`config.mk`:
```
export PLATFORM = sky130hd
export DESIGN_NAME = vgcs_queue
export DESIGN_NICKNAME = d
export VERILOG_FILES = /design/src/rtl/vgcs_pkg.sv /design/src/rtl/vgcs_queue.sv
export SDC_FILE = /design/constraint.sdc
export NUM_CORES = 1
export LEC_CHECK = 0
export BUFFER_PORTS_ARGS = -buffer_cell sky130_fd_sc_hd__buf_2
export CAP_MARGIN = 0
export CELL_PAD_IN_SITES_DETAIL_PLACEMENT = 0
export CELL_PAD_IN_SITES_GLOBAL_PLACEMENT = 1
export CORE_ASPECT_RATIO = 0.6
export CORE_MARGIN = 1.5
export CORE_UTILIZATION = 47
export CTS_BUF_LIST = sky130_fd_sc_hd__clkbuf_4 sky130_fd_sc_hd__clkbuf_8 sky130_fd_sc_hd__clkbuf_16
export CTS_CLUSTER_SIZE = 12
export DETAILED_ROUTE_END_ITERATION = 16
export HOLD_SLACK_MARGIN = 0.08
export PLACE_DENSITY_LB_ADDON = 0.25
export SYNTH_ARGS = -nofsm -noshare
export SYNTH_HDL_FRONTEND = slang
export SYNTH_SLANG_ARGS = --single-unit
```
`constraint.sdc`:
```
create_clock -name clk -period 1.8 [get_ports clk]
set_input_delay 0.09 -clock clk [delete_from_list [all_inputs] [get_ports clk]]
set_output_delay 0.09 -clock clk [all_outputs]
set_load 0.05 [all_outputs]
```
`src/rtl/vgcs_pkg.sv`:
```
// Shared types and constants for the voxel grid curvature sampler.
// Holds the request/response structs, command, kind, status and register codes.
// No dependencies.
package vgcs_pkg;

    localparam int AXIS_BITS_DEF   = 5;
    localparam int INDEX_BITS_DEF  = 20;
    localparam int QUEUE_DEPTH_DEF = 4;

    localparam int SCORE_BITS = 32;
    localparam int KIND_BITS  = 2;
    localparam int CFG_BITS   = 24;
    localparam int CFG_IDX_W  = 2;
    localparam int ADDR_FW    = 15;
    localparam int VTX_FW     = 20;

    // Command codes
    localparam logic CMD_VERTEX = 1'b0;
    localparam logic CMD_READ   = 1'b1;

    // Work kinds handed from front to back
    localparam logic [KIND_BITS-1:0] KIND_UPDATE  = 2'd0;
    localparam logic [KIND_BITS-1:0] KIND_PRUNED  = 2'd1;
    localparam logic [KIND_BITS-1:0] KIND_OUTSIDE = 2'd2;
    localparam logic [KIND_BITS-1:0] KIND_READ    = 2'd3;

    // Result status codes
    localparam logic [2:0] ST_NEW      = 3'd0;
    localparam logic [2:0] ST_REPLACED = 3'd1;
    localparam logic [2:0] ST_KEPT     = 3'd2;
    localparam logic [2:0] ST_PRUNED   = 3'd3;
    localparam logic [2:0] ST_OUTSIDE  = 3'd4;
    localparam logic [2:0] ST_READ     = 3'd5;

    // Configuration register indexes
    localparam logic [CFG_IDX_W-1:0] CFG_ORIGIN_X = 2'd0;
    localparam logic [CFG_IDX_W-1:0] CFG_ORIGIN_Y = 2'd1;
    localparam logic [CFG_IDX_W-1:0] CFG_ORIGIN_Z = 2'd2;
    localparam logic [CFG_IDX_W-1:0] CFG_INV_CELL = 2'd3;

    localparam logic [CFG_BITS-1:0] INV_CELL_RESET = 24'd65536;

    typedef struct packed {
        logic               cmd;
        logic [19:0]        vertex_index;
        logic signed [15:0] pos_x;
        logic signed [15:0] pos_y;
        logic signed [15:0] pos_z;
        logic signed [15:0] curv_major;
        logic signed [15:0] curv_minor;
        logic [14:0]        read_cell;
    } req_t;

    typedef struct packed {
        logic [2:0]  status;
        logic [14:0] cell_addr;
        logic        cell_valid;
        logic [19:0] chosen_vertex;
    } rsp_t;

endpackage

```
`src/rtl/vgcs_queue.sv`:
```
// Small register queue that decouples the front end from the cell store.
// Depends on vgcs_pkg for the default depth.
module vgcs_queue
    import vgcs_pkg::*;
#(
    parameter int WIDTH = 8,
    parameter int DEPTH = QUEUE_DEPTH_DEF
)
(
    input  logic             clk,
    input  logic             rst_n,
    input  logic             push,
    input  logic [WIDTH-1:0] push_data,
    output logic             full,
    input  logic             pop,
    output logic             not_empty,
    output logic [WIDTH-1:0] head
);

    localparam int PTR_BITS = (DEPTH > 1) ? $clog2(DEPTH) : 1;
    localparam logic [PTR_BITS-1:0] LAST = PTR_BITS'(DEPTH - 1);

    logic [WIDTH-1:0]    slot_reg [DEPTH];
    logic [PTR_BITS-1:0] wr_ptr_reg, rd_ptr_reg, wr_ptr_next, rd_ptr_next;
    logic [PTR_BITS:0]   count_reg, count_next;

    assign full      = (count_reg == (PTR_BITS+1)'(DEPTH));
    assign not_empty = (count_reg != '0);
    assign head      = slot_reg[rd_ptr_reg];

    always_comb
    begin
        wr_ptr_next = wr_ptr_reg;
        rd_ptr_next = rd_ptr_reg;
        count_next  = count_reg;
        if (push)
            wr_ptr_next = (wr_ptr_reg == LAST) ? '0 : wr_ptr_reg + 1'b1;
        if (pop)
            rd_ptr_next = (rd_ptr_reg == LAST) ? '0 : rd_ptr_reg + 1'b1;
        if (push && !pop)
            count_next = count_reg + 1'b1;
        else if (pop && !push)
            count_next = count_reg - 1'b1;
    end

    always_ff @(posedge clk or negedge rst_n)
    begin
        if (!rst_n)
        begin
            wr_ptr_reg <= '0;
            rd_ptr_reg <= '0;
            count_reg  <= '0;
        end
        else
        begin
            wr_ptr_reg <= wr_ptr_next;
            rd_ptr_reg <= rd_ptr_next;
            count_reg  <= count_next;
        end
    end

    always_ff @(posedge clk)
    begin
        if (push)
            slot_reg[wr_ptr_reg] <= push_data;
    end

endmodule

```
# After elaboration in Yosys (flattened, before gate mapping)
# Memory sizes are Yosys's and may differ from the RTL's.
# Index checks and enable logic that the tools add are counted.
[totals]
ff_bits = 7
out_inout_bits = 10
memories = 1
latchBits = 0
inputBits = 12
rom_bits = 0
word_cells = 23
ram_bits = 32
[op_classes]
n_eq_ne = 3
reduce_logical = 6
n_mul = 0
bitwise = 0
n_lt_le_gt_ge = 0
n_shift = 0
muxes = 6
div = 0
addsub = 4
[memory_table]
columns = ["name", "words", "width", "rd", "rd_ports_with_merged_regs", "wr", "line_no", "rtl"]
rows = [
  ["slot_reg", 4, 8, 1, 0, 1, "vgcs_queue.sv:23", "logic [WIDTH-1:0] slot_reg [DEPTH];"],
]
[ops]
columns = ["op", "count"]
rows = [
  ["$mux 3", 2],
  ["$add 2x1->2 const B", 2],
  ["$eq 2x2->1 const B", 2],
  ["$mux 2", 2],
  ["$add 3x1->3 const B", 1],
  ["$eq 3x3->1 const B", 1],
  ["$reduce_bool 3->1", 1],
  ["$sub 3x1->3 const B", 1],
  ["$logic_and 1x1->1", 2],
  ["$logic_not 1->1", 2],
  ["$mux 1", 2],
  ["$reduce_bool 2->1", 1],
]

# Logic depth before layout (Yosys ltp)
[depth]
ltp_word = 4
depth_mapped = 7
mapped_depth_nobuf = 7

# Worst setup path before layout
# No wires, ideal clock.
[synth_timing]
kind = "register to output"
from = "register count_reg[0]"
to = "output full"
arrival_time_ns = 1.576
slack_ns = 0.134
required_ns = 1.710
path_stages_with_launch = 2
n_path_buf = 0
path_cell_list = "dfrtp_1 > nor3b_1"
[synth_via]
elab_chain_cells = 1
[synth_rtl]
columns = ["element", "line_no", "rtl"]
rows = [
  ["from (decl)", "vgcs_queue.sv:25", "logic [PTR_BITS:0] count_reg, count_next;"],
  ["from (signal assigned)", "vgcs_queue.sv:58", "count_reg <= count_next;"],
  ["$eq 3x3->1", "vgcs_queue.sv:27", "assign full = (count_reg == (PTR_BITS+1)'(DEPTH));"],
  ["to (decl)", "vgcs_queue.sv:14", "output logic full,"],
]
# No other way between the ends.

# Final worst setup path
[layout_timing]
from = "register rd_ptr_reg[0]"
to = "output head[0]"
[layout_via]
elab_chain_cells = 1
[layout_rtl]
columns = ["element", "line_no", "rtl"]
rows = [
  ["from (decl)", "vgcs_queue.sv:24", "logic [PTR_BITS-1:0] wr_ptr_reg, rd_ptr_reg, wr_ptr_next, rd_ptr_next;"],
  ["from (signal assigned)", "vgcs_queue.sv:57", "rd_ptr_reg <= rd_ptr_next;"],
  ["$mem_v2 4x8", "--", ""],
  ["to (decl)", "vgcs_queue.sv:17", "output logic [WIDTH-1:0] head"],
]
# No other way between the ends.

==> metrics.txt <==
CTS tree=done; Layout area overhead=20.38%; post-synth top area cell=edfxtp_1; Synth Warn #=0; routed vias/inst=4.750; final instance area=1892 um2; adder-cell area share of the yosys netlist=0.06051; die height=47.79 um; drt initial violations=27; CTS Buffer Depth=2; Pwr per Cell Area=1624 nW/um2; total track usage=0.1510; Post-Route WL=2.482 mm; dpl cells=143; share of cells above drive strength 1=0.3391; TritonRoute pass-1 iters=4; HPWL after DPL=1.627 mm; type of origin of the critical path=register; Routed Antenna Nets=0; H-tree levels=2; fillcell total=249; Post-Layout Cell Count=160; hold depth=2; Largest register FFs=32; routed len/inst=15.51 um; setup_tns=0 ns; Worst Setup End Kind=output pin; synth top area cells=edfxtp_1 (61%), mux4_2 (11%), dfrtp_1 (11%), ha_1 (4.8%), mux2_2 (2.1%); first-pass GRT wire length=3.732 mm; Layout Nets=133; commonest non-fill, non-tap cell in the layout=edfxtp_1; HP Class=input pin to register; via count=760; Setup WS post-layout=0.06898 ns; post-synth net total=98; Seq/Total Area, Yosys=0.7229; area of the multi-input gates=400.4 um2; io pins=22; Final Cycle Share=0.9617; syn avg cell area=19.89 um2; PortBufs=21; Synth Register Bits=39; row cnt=16; largest family of logic cells by synthesized area=multiplexers; Max Freq=577.7 MHz; Distinct cells, synth=18; max-cap check violation count=0; Worst-Margin Slew=0.4683 ns; number of global-route vias before repair=729; Slew Viols, Final=0; RD Place Congestion=0.6667; worst slack, placed=0.1627 ns; final setup fails=0; clock net sink count=39; residual DRC count=0; Rel. slew slack=0.6878; core area=3223 um2; die width=77.65 um; clk root buf=clkbuf_8; FF-to-FF path depth=3; Post-Synth Simple-Gate Area=0.03503; Setup CP Type=register to output pin; largest net degree at the start of global routing=12; area of the die=3711 um2; outcome=finished, final reports clean; P_leak=0.0007105 uW; gr ovfl total=0; Num CTS Buffers=5; peak supply drop=0.7440 mV; synthesized cell area=1572 um2; antenna diode count=0; post-synth top area share=0.6115; post-synthesis compound-gate area fraction=0.006369; Tmin final=1.731 ns; clock slew at reported path FFs=0.07 ns; Mapped Cells=79; crit-path max FO=11; Skew-Pair Late Insertion Delay=0.28 ns; final hold vios=0; Critical Path AT=1.64 ns; multiplexer share of the synthesized area=0.1361; Post-Synth XOR/XNOR Area=0.01672; storage element area=1137 um2; most frequent cells in the layout=edfxtp_1 (32), buf_2 (21), dlygate4sd3_1 (9); Req. time, crit path=1.71 ns; RSZ-0062 raised after global routing=no; clk_skew=0.003176 ns; initial antenna violation count=0; Cell Area, Placed=1717 um2; starting density of the core=0.4876
==> area by class of cell <==
class / instances / area share
timing repair buffer: 30 / 0.1032
inverter: 5 / 0.009921
tap: 45 / 0.02976
clock inverter: 2 / 0.003968
multi-input combinational: 33 / 0.2116
sequential: 39 / 0.6012
clock buffer: 6 / 0.04034
==> what timing repair did <==
action,4_1_cts,5_1_grt
setup buffers,0,0
endpoints found under the setup margin,8,0
hold buffers,9,0
resized for setup,1,0
endpoints found under the hold margin,39,0
==> metrics by stage <==
step | utilization | hold slack [ns] | total power, uW
floorplan | - | -0.2056 | 2313
global route | 0.5870 | 0.09643 | 3239
global placement | 0.5326 | -0.06319 | 2507
detailed placement | 0.5326 | -0.06189 | 2539
CTS | 0.5870 | 0.08649 | 3117
finish | 0.5870 | 0.09217 | 3071
==> power by group <==
group / internal, uW / switching (uW)
sequential: 1190 / 186
clock: 279 / 275
combinational: 415 / 727
==> cell families (layout without fill, tap and decap cells) <==
| family | after synthesis | in the layout |
|---|---|---|
| compound gates | 2 | 2 |
| xor+xnor | 3 | 3 |
| fa+ha+maj | 7 | 7 |
| buf+inv | 7 | 43 |
| flops | 39 | 39 |
| mux | 11 | 11 |
| simple gates | 10 | 10 |
==> critical path, stage by stage, from the launching register on <==
cell and delay (ns):
dfrtp_2 0.58, mux4_2 0.56, buf_2 0.23
==> cell usage after synthesis <==
master and number:
and2_1 4, buf_2 1, buf_6 1, dfrtp_1 7
edfxtp_1 32, fa_1 1, ha_1 6, inv_1 5
mux2_2 3, mux4_2 8, nand2_1 1, nand3_1 1
nor2_1 2, nor3b_1 1, o21ai_0 2, or3_1 1
xnor2_1 1, xor2_1 2
==> path summary, 6_finish.rpt <==
| path | startpoint | end | slack, ns |
|---|---|---|---|
| setup / recovery | rd_ptr_reg[0] | head[0] | 0.07 |
| hold / removal | pop | rd_ptr_reg[0] | 0.09 |
| setup reg to reg | wr_ptr_reg[0] | slot_reg[2][0] | 0.38 |
| hold reg to reg | count_reg[2] | count_reg[2] | 0.49 |
| max in group asynchronous | rst_n | rd_ptr_reg[0] | 1.45 |
| min in group asynchronous | rst_n | count_reg[0] | 0.17 |
==> metal layers <==
layer  track usage  routed length (um)
met4       0.06545                  20
met2        0.2330                1171
met5             0                   0
met1        0.1982                1185
met3       0.05714                 105
No activity file was read; power rests on OpenSTA's default activity.
