`config.mk`:
```
export PLATFORM = sky130hd
export DESIGN_NAME = vgcs_front
export DESIGN_NICKNAME = d
export VERILOG_FILES = /design/src/rtl/vgcs_pkg.sv /design/src/rtl/vgcs_front.sv
export SDC_FILE = /design/constraint.sdc
export NUM_CORES = 2
export LEC_CHECK = 0
export ABC_AREA = 1
export BUFFER_PORTS_ARGS = -buffer_cell sky130_fd_sc_hd__buf_2
export CAP_MARGIN = 10
export CELL_PAD_IN_SITES_DETAIL_PLACEMENT = 0
export CELL_PAD_IN_SITES_GLOBAL_PLACEMENT = 1
export CORE_MARGIN = 5
export CORE_UTILIZATION = 54
export CTS_CLUSTER_SIZE = 8
export DETAILED_ROUTE_END_ITERATION = 10
export HOLD_SLACK_MARGIN = 0.06
export PLACE_DENSITY = 0.88
export RECOVER_POWER = 100
export SYNTH_ARGS = -nofsm -noshare
export SYNTH_HDL_FRONTEND = slang
export SYNTH_SLANG_ARGS = --single-unit
export TNS_END_PERCENT = 20
```
`constraint.sdc`:
```
create_clock -name clk -period 16.6 [get_ports clk]
set_clock_uncertainty 0.1 [all_clocks]
set_input_delay 0.83 -clock clk [delete_from_list [all_inputs] [get_ports clk]]
set_output_delay 0.83 -clock clk [all_outputs]
set_load 0.05 [all_outputs]
```
`src/rtl/vgcs_pkg.sv`:
```
// Shared types and constants for the voxel grid curvature sampler.
// Holds the request/response structs, command, kind, status and register codes.
// No dependencies.
package vgcs_pkg;

    localparam int AXIS_BITS_DEF   = 5;
    localparam int INDEX_BITS_DEF  = 20;
    localparam int QUEUE_DEPTH_DEF = 4;

    localparam int SCORE_BITS = 32;
    localparam int KIND_BITS  = 2;
    localparam int CFG_BITS   = 24;
    localparam int CFG_IDX_W  = 2;
    localparam int ADDR_FW    = 15;
    localparam int VTX_FW     = 20;

    // Command codes
    localparam logic CMD_VERTEX = 1'b0;
    localparam logic CMD_READ   = 1'b1;

    // Work kinds handed from front to back
    localparam logic [KIND_BITS-1:0] KIND_UPDATE  = 2'd0;
    localparam logic [KIND_BITS-1:0] KIND_PRUNED  = 2'd1;
    localparam logic [KIND_BITS-1:0] KIND_OUTSIDE = 2'd2;
    localparam logic [KIND_BITS-1:0] KIND_READ    = 2'd3;

    // Result status codes
    localparam logic [2:0] ST_NEW      = 3'd0;
    localparam logic [2:0] ST_REPLACED = 3'd1;
    localparam logic [2:0] ST_KEPT     = 3'd2;
    localparam logic [2:0] ST_PRUNED   = 3'd3;
    localparam logic [2:0] ST_OUTSIDE  = 3'd4;
    localparam logic [2:0] ST_READ     = 3'd5;

    // Configuration register indexes
    localparam logic [CFG_IDX_W-1:0] CFG_ORIGIN_X = 2'd0;
    localparam logic [CFG_IDX_W-1:0] CFG_ORIGIN_Y = 2'd1;
    localparam logic [CFG_IDX_W-1:0] CFG_ORIGIN_Z = 2'd2;
    localparam logic [CFG_IDX_W-1:0] CFG_INV_CELL = 2'd3;

    localparam logic [CFG_BITS-1:0] INV_CELL_RESET = 24'd65536;

    typedef struct packed {
        logic               cmd;
        logic [19:0]        vertex_index;
        logic signed [15:0] pos_x;
        logic signed [15:0] pos_y;
        logic signed [15:0] pos_z;
        logic signed [15:0] curv_major;
        logic signed [15:0] curv_minor;
        logic [14:0]        read_cell;
    } req_t;

    typedef struct packed {
        logic [2:0]  status;
        logic [14:0] cell_addr;
        logic        cell_valid;
        logic [19:0] chosen_vertex;
    } rsp_t;

endpackage

```
`src/rtl/vgcs_front.sv`:
```
// Front end: accepts transactions, holds the grid registers, tests pruning,
// maps positions to cells and pushes classified work into the queue.
// Depends on vgcs_pkg.
module vgcs_front
    import vgcs_pkg::*;
#(
    parameter int AXIS_BITS  = AXIS_BITS_DEF,
    parameter int INDEX_BITS = INDEX_BITS_DEF
)
(
    input  logic                    clk,
    input  logic                    rst_n,
    input  logic                    hold,
    input  logic                    req_valid,
    output logic                    req_stall,
    input  req_t                    req,
    input  logic                    cfg_we,
    input  logic [CFG_IDX_W-1:0]    cfg_index,
    input  logic [CFG_BITS-1:0]     cfg_data,
    output logic                    push,
    input  logic                    full,
    output logic [KIND_BITS-1:0]    kind,
    output logic [3*AXIS_BITS-1:0]  addr,
    output logic [INDEX_BITS-1:0]   vidx,
    output logic [SCORE_BITS-1:0]   score
);

    localparam int CELL_BITS = 3 * AXIS_BITS;
    localparam int PROD_BITS = 42;

    logic signed [15:0]     org_x_reg, org_y_reg, org_z_reg;
    logic [CFG_BITS-1:0]    inv_cell_reg;

    // stage 1: differences, magnitudes, prune test
    logic                   s1_valid_reg;
    logic                   s1_cmd_reg;
    logic                   s1_prune_reg;
    logic [INDEX_BITS-1:0]  s1_vidx_reg;
    logic [CELL_BITS-1:0]   s1_raddr_reg;
    logic signed [16:0]     s1_dx_reg, s1_dy_reg, s1_dz_reg;
    logic [15:0]            s1_amaj_reg, s1_amin_reg;

    // stage 2: products
    logic                   s2_valid_reg;
    logic                   s2_cmd_reg;
    logic                   s2_prune_reg;
    logic [INDEX_BITS-1:0]  s2_vidx_reg;
    logic [CELL_BITS-1:0]   s2_raddr_reg;
    logic signed [PROD_BITS-1:0] s2_px_reg, s2_py_reg, s2_pz_reg;
    logic [SCORE_BITS-1:0]  s2_score_reg;

    logic                   accept, s1_adv, s2_adv;
    logic [15:0]            amaj, amin;
    logic [17:0]            minor_x4, major_x3;
    logic [INDEX_BITS+VTX_FW-1:0]  vidx_ext;
    logic [CELL_BITS+ADDR_FW-1:0]  raddr_ext;
    logic signed [24:0]     inv_s;
    logic                   out_x, out_y, out_z;

    assign s2_adv    = s2_valid_reg && !full;
    assign s1_adv    = s1_valid_reg && (!s2_valid_reg || s2_adv);
    assign req_stall = hold || (s1_valid_reg && !s1_adv);
    assign accept    = req_valid && !req_stall;

    always_comb
    begin
        amaj      = req.curv_major[15] ? (~req.curv_major + 16'd1) : req.curv_major;
        amin      = req.curv_minor[15] ? (~req.curv_minor + 16'd1) : req.curv_minor;
        minor_x4  = {amin, 2'b00};
        major_x3  = {1'b0, amaj, 1'b0} + {2'b00, amaj};
        vidx_ext  = {{INDEX_BITS{1'b0}}, req.vertex_index};
        raddr_ext = {{CELL_BITS{1'b0}}, req.read_cell};
        inv_s     = $signed({1'b0, inv_cell_reg});
    end

    // configuration registers
    always_ff @(posedge clk or negedge rst_n)
    begin
        if (!rst_n)
        begin
            org_x_reg    <= '0;
            org_y_reg    <= '0;
            org_z_reg    <= '0;
            inv_cell_reg <= INV_CELL_RESET;
        end
        else if (cfg_we)
        begin
            case (cfg_index)
                CFG_ORIGIN_X: org_x_reg    <= cfg_data[15:0];
                CFG_ORIGIN_Y: org_y_reg    <= cfg_data[15:0];
                CFG_ORIGIN_Z: org_z_reg    <= cfg_data[15:0];
                CFG_INV_CELL: inv_cell_reg <= cfg_data;
                default:      ;
            endcase
        end
    end

    always_ff @(posedge clk or negedge rst_n)
    begin
        if (!rst_n)
        begin
            s1_valid_reg <= 1'b0;
            s2_valid_reg <= 1'b0;
        end
        else
        begin
            if (accept)
                s1_valid_reg <= 1'b1;
            else if (s1_adv)
                s1_valid_reg <= 1'b0;
            if (s1_adv)
                s2_valid_reg <= 1'b1;
            else if (s2_adv)
                s2_valid_reg <= 1'b0;
        end
    end

    always_ff @(posedge clk)
    begin
        if (accept)
        begin
            s1_cmd_reg   <= req.cmd;
            s1_prune_reg <= minor_x4 > major_x3;
            s1_vidx_reg  <= vidx_ext[INDEX_BITS-1:0];
            s1_raddr_reg <= raddr_ext[CELL_BITS-1:0];
            s1_dx_reg    <= {req.pos_x[15], req.pos_x} - {org_x_reg[15], org_x_reg};
            s1_dy_reg    <= {req.pos_y[15], req.pos_y} - {org_y_reg[15], org_y_reg};
            s1_dz_reg    <= {req.pos_z[15], req.pos_z} - {org_z_reg[15], org_z_reg};
            s1_amaj_reg  <= amaj;
            s1_amin_reg  <= amin;
        end
        if (s1_adv)
        begin
            s2_cmd_reg   <= s1_cmd_reg;
            s2_prune_reg <= s1_prune_reg;
            s2_vidx_reg  <= s1_vidx_reg;
            s2_raddr_reg <= s1_raddr_reg;
            s2_px_reg    <= s1_dx_reg * inv_s;
            s2_py_reg    <= s1_dy_reg * inv_s;
            s2_pz_reg    <= s1_dz_reg * inv_s;
            s2_score_reg <= {16'd0, s1_amaj_reg} * {16'd0, s1_amin_reg};
        end
    end

    // classify: a negative product or a cell past the grid edge is outside
    always_comb
    begin
        out_x = s2_px_reg[PROD_BITS-1] || (|s2_px_reg[PROD_BITS-1:16+AXIS_BITS]);
        out_y = s2_py_reg[PROD_BITS-1] || (|s2_py_reg[PROD_BITS-1:16+AXIS_BITS]);
        out_z = s2_pz_reg[PROD_BITS-1] || (|s2_pz_reg[PROD_BITS-1:16+AXIS_BITS]);
        if (s2_cmd_reg == CMD_READ)
            kind = KIND_READ;
        else if (s2_prune_reg)
            kind = KIND_PRUNED;
        else if (out_x || out_y || out_z)
            kind = KIND_OUTSIDE;
        else
            kind = KIND_UPDATE;
        if (s2_cmd_reg == CMD_READ)
            addr = s2_raddr_reg;
        else
            addr = {s2_px_reg[16+AXIS_BITS-1:16], s2_py_reg[16+AXIS_BITS-1:16],
                    s2_pz_reg[16+AXIS_BITS-1:16]};
    end

    assign push  = s2_adv;
    assign vidx  = s2_vidx_reg;
    assign score = s2_score_reg;

endmodule

```
# [After elaboration in Yosys (flattened, before gate mapping)]
# Index checks and enable logic that the tools add are counted.
[totals] regBits=389 inputBits=148 output_inout_bits=71 word_cells=74
[op_classes] addsub=6 n_mul=4 order_cmp=1 n_eq_ne=3 mux=10 bitwise=2 reduce_logical=25
[op_table] op="multiplier 17 x 25 -> 42 bit" count=3
[op_table] op="OR reduction 21 bit" count=3
[op_table] op="subtractor 16 x 16 -> 17 bit" count=3
[op_table] op="adder 16 x 1 -> 16 bit (second input constant)" count=2
[op_table] op="multiplier 16 x 16 -> 32 bit" count=1
[op_table] op="2-to-1 mux 16 bit" count=2
[op_table] op="NOT 16 bit" count=2
[op_table] op="adder 17 x 16 -> 18 bit" count=1
[op_table] op="> comparator 18 bit" count=1
[op_table] op="2-to-1 mux 15 bit" count=1
[op_table] op="AND reduction 2 bit" count=4
[op_table] op="logical OR 1 bit" count=7
[op_table] op="2-to-1 mux 2 bit" count=3
[op_table] op="equality test 2 bit (second input constant)" count=2
[op_table] op="logical AND 1 bit" count=4
[op_table] op="zero test 1 bit" count=4
[op_table] op="2-to-1 mux 1 bit" count=4
[op_table] op="nonzero test 2 bit" count=2
[op_table] op="equality test 2 x 1 -> 1 bit (second input constant)" count=1
[op_table] op="zero test 2 bit" count=1

# [Depth between registers and ports, before layout]
[depth] word_depth=10 depth_mapped=29 depth_no_buf=27

# [Worst setup path after synthesis]
# No wires, ideal clock.
[synth_timing] path_kind="input to register" start="in full" end="reg s2_cmd_reg, enable pin" setup_ps=703 t_arrival_ps=7918 required_time_ps=15797 setup_slack_ps=7879 stages=1 n_path_buf=0 path_cell_list="a21oi_1"
[synth_between] elab_chain_cells=4
[synth_lines] item="from (decl)" line_no="vgcs_front.sv:21" source="input logic full,"
[synth_lines] item="zero test 1 bit" line_no="vgcs_front.sv:60" source="assign s2_adv = s2_valid_reg && !full;"
[synth_lines] item="logical AND 1 bit" line_no="vgcs_front.sv:60"
[synth_lines] item="logical OR 1 bit" line_no="vgcs_front.sv:61" source="assign s1_adv = s1_valid_reg && (!s2_valid_reg || s2_adv);"
[synth_lines] item="logical AND 1 bit" line_no="vgcs_front.sv:61"
[synth_lines] item="to (signal assigned)" line_no="vgcs_front.sv:134" source="s2_cmd_reg <= s1_cmd_reg;"
[synth_lines] item="to (decl)" line_no="vgcs_front.sv:45" source="logic s2_cmd_reg;"
# Every way passes these cells.
# A chain may end at the register's enable or synchronous reset.

# [Final worst setup path]
[layout_timing] start="reg inv_cell_reg[0]" end="reg s2_px_reg[34], data pin"
[layout_between] elab_chain_cells=1
[layout_lines] item="from (decl)" line_no="vgcs_front.sv:32" source="logic [CFG_BITS-1:0] inv_cell_reg;"
[layout_lines] item="from (signal assigned)" line_no="vgcs_front.sv:92" source="CFG_INV_CELL: inv_cell_reg <= cfg_data;"
[layout_lines] item="multiplier 17 x 25 -> 42 bit" line_no="vgcs_front.sv:138" source="s2_px_reg <= s1_dx_reg * inv_s;"
[layout_lines] item="to (signal assigned)" line_no="vgcs_front.sv:138"
[layout_lines] item="to (decl)" line_no="vgcs_front.sv:49" source="logic signed [PROD_BITS-1:0] s2_px_reg, s2_py_reg, s2_pz_reg;"
# Every way passes these cells.

==> results_dict.tcl <==
set metrics [dict create \
    fmax_ghz 0.106 \
    crit_family "buffers and inverters" \
    relSlewSlack_pct -178 \
    drive_above_1_share_pct 3.55 \
    root_buffer "clkbuf_16" \
    grt_max_degree 63 \
    syn-mean-instance-area_um2 8.01 \
    hold_class "primary input to flip-flop" \
    rsz0062_at_grt "false" \
    ant_nets 0 \
    critPathCaptureType "flip-flop" \
    num_rows 128 \
    clk_path_buf_depth 3 \
    largest_register_ff_count 32 \
    grt_pass1_wl_um 292000 \
    fp.coreArea_um2 122000 \
    die_h_um 360 \
    syn_area_um2 66300 \
    area_delta_synth_final_pct 5.72 \
    place_congestion 0.937 \
    grt_pass1_vias 55200 \
    synthTopCellsByArea "fa_1 (36%), inv_1 (14%), nand2_1 (12%)" \
    cts_tree "built" \
    final-setup-viol-count 0 \
    yosysTopAreaCell "fa_1" \
    fill_cells 11300 \
    ys_seq_area_share_pct 14.9 \
    yosysMostFrequentCell "inv_1" \
    vias_per_cell 5.18 \
    status "finished, violations left" \
    drt_iter0_markers 3497 \
    drtPass1Iterations 6 \
    synth_top_area_share_pct 35.7 \
    fin_crit_ns 9.46 \
    critical_path_arrival_ns 9.74 \
    hold_viol_final 0 \
    synth_common_cells "inv_1 (2409), nand2_1 (2144), fa_1 (1182)" \
    cp.required_ns 16.87 \
    start_util_pct 54.4 \
    crit_chain "clkbuf_1 > inv_1 > nand2_1 > fa_1 > fa_1 > inv_1 > fa_1 > fa_1 > fa_1 > inv_1 > fa_1 > inv_1 > ha_1 > nand2_1 > nor2_1 > nand2_1 > o21ai_0 > nand3_1 > nand3_1 > nand2_1" \
    antenna_found_initial 2 \
    num-nets-final 10200 \
    crit_fanout 47 \
    drc_errors 0 \
    maxCapViolations 8 \
    syn_nets 10200 \
    insertion_delay_ns 0.66 \
    timing.final.crit_share_pct 57.0 \
    cp-start-kind "flip-flop" \
    wirelength_um 178000 \
    hpwl_um 141000 \
    worst_slew_pin_slew_ns 4.17 \
    cts_sinks 341 \
    port_buffers 218 \
    insertedDiodeCount 0 \
    routedWlPerCell_um 17.9 \
    die_x_um 360 \
    synth-edff-count 267 \
    async_flop_share_pct 21.7 \
    final-max-slew-violation-count 433 \
    yosys_warnings 0 \
    crit_slowest_cell "clkbuf_1" \
    worst-path-buf-inv 5 \
    cts_buffers 51 \
    ioPinCount 219 \
    gr-total-overflow 0 \
    die_area_um2 130000 \
    ys.flop_type "edfxtp_1" \
    tns_ns 0 \
    ys_types 44 \
    path_clk_slew_ns 0.05 \
    violations "max-capacitance violations, max-slew violations" \
    path_common_cell "fa_1" \
    critical_path_class "flip-flop to flip-flop" \
    synthCells 8284 \
    num_vias 51600 \
    grt_usage_pct 28.0 \
    htreeDepth 2 \
    synth_seq_cells 341 \
    critPathMaxStageDelay_ns 2.20 \
]
[placed cells by master, fill, tap and decap left out, types with 4 or more instances in the layout]
cell | Yosys | final
o21a_1 | 13 | 13
edfxtp_1 | 267 | 267
ha_1 | 600 | 600
inv_1 | 2409 | 2409
buf_2 | 0 | 139
xnor2_1 | 43 | 43
fa_1 | 1182 | 1182
nand3b_1 | 9 | 9
a21o_1 | 17 | 17
o21ai_1 | 8 | 4
buf_4 | 1 | 55
o21ai_0 | 206 | 214
nand3_1 | 125 | 124
nor4_1 | 20 | 19
nand2_1 | 2144 | 2153
dfrtp_2 | 0 | 23
dfrtp_1 | 73 | 50
nand4_1 | 32 | 32
o21bai_1 | 16 | 16
nand2_2 | 14 | 5
clkbuf_1 | 317 | 114
clkinv_1 | 2 | 4
a21boi_0 | 12 | 14
nor3_1 | 52 | 52
inv_2 | 4 | 4
a31oi_1 | 16 | 16
a21oi_1 | 252 | 251
clkbuf_16 | 0 | 51
xor2_1 | 110 | 110
nor2_1 | 301 | 300
[final cells by class]
| cell class | instances | area [um2] | area share (%) |
|---|---|---|---|
| clock buffers | 79 | 1400 | 2.00 |
| clock inverters | 8 | 106 | 0.152 |
| inverters | 2415 | 9060 | 12.9 |
| multi-input cells | 5205 | 46200 | 65.8 |
| flip-flops and latches | 341 | 9900 | 14.1 |
| well taps | 1625 | 2030 | 2.90 |
| repair buffers | 283 | 1450 | 2.07 |
[cells by family (layout without fill, tap and decap cells)]
kind of cell             count (synthesis)  count (layout)  synth area share (%)
buffers and inverters                 2738            2785                  15.5
AND/OR/NAND/NOR                       2708            2708                  16.0
adder cells (fa/ha/maj)               1782            1782                  47.0
AO/OA/AOI/OAI                          560             560                  4.56
flip-flops                             341             341                  14.9
XOR/XNOR                               153             153                  2.02
multiplexers                             2               2                0.0340
[path summary, 6_finish.rpt]
path                                   from                to  slack [ns]  cells past startpoint
max                         inv_cell_reg[0]     s2_px_reg[34]        7.14                     20
min                                  req[4]   s1_raddr_reg[4]        0.26                      1
max reg2reg                 inv_cell_reg[0]     s2_px_reg[34]        7.14                     20
min reg2reg                s1_raddr_reg[10]  s2_raddr_reg[10]        0.32                      0
max in group asynchronous             rst_n  inv_cell_reg[20]       10.95                      3
min in group asynchronous             rst_n      org_y_reg[4]        0.92                      2
[per-layer routing]
layer | routed length, um | global-route usage, % | share of wire (%)
met5 | 0 | 0 | 0
met3 | 15000 | 5.39 | 8.4
met4 | 5950 | 8.75 | 3.3
met2 | 83500 | 46.7 | 47
met1 | 73500 | 37.5 | 41
[through the flow]
stage / cell area, um2 / util [%] / instances / worst slack [ns] / hold slack, ns
floorplan: 66300 / - / 8284 / 7.88 / 0.300
global placement: 68800 / 56.4 / 9868 / 9.88 / 0.300
detailed placement: 68800 / 56.4 / 9868 / 9.88 / 0.305
CTS: 70300 / 57.7 / 9956 / 9.88 / 0.215
global route: 70100 / 57.5 / 9956 / 7.04 / 0.242
finish: 70100 / 57.5 / 9956 / 7.14 / 0.259
[worst register-to-register path: stages (launching register included)]
cell and delay (ns):
dfrtp_2 0.34, clkbuf_1 2.20, inv_1 1.13, nand2_1 0.54, fa_1 0.50, fa_1 0.50
inv_1 0.07, fa_1 0.50, fa_1 0.43, fa_1 0.51, inv_1 0.05, fa_1 0.48
inv_1 0.04, ha_1 0.38, nand2_1 0.13, nor2_1 0.18, nand2_1 0.06, o21ai_0 0.65
nand3_1 0.20, nand3_1 0.12, nand2_1 0.05
[timing repair]
item | 4_1_cts | 5_1_grt
hold buffers | 1 | 0
buffers inserted | 0 | 0
gates resized for setup | 0 | 0
hold endpoints to repair | 11 | 0
Power is left out: the tool's default activity adds up to more than one toggle a clock period on the data nets, which glitch-free logic cannot reach.
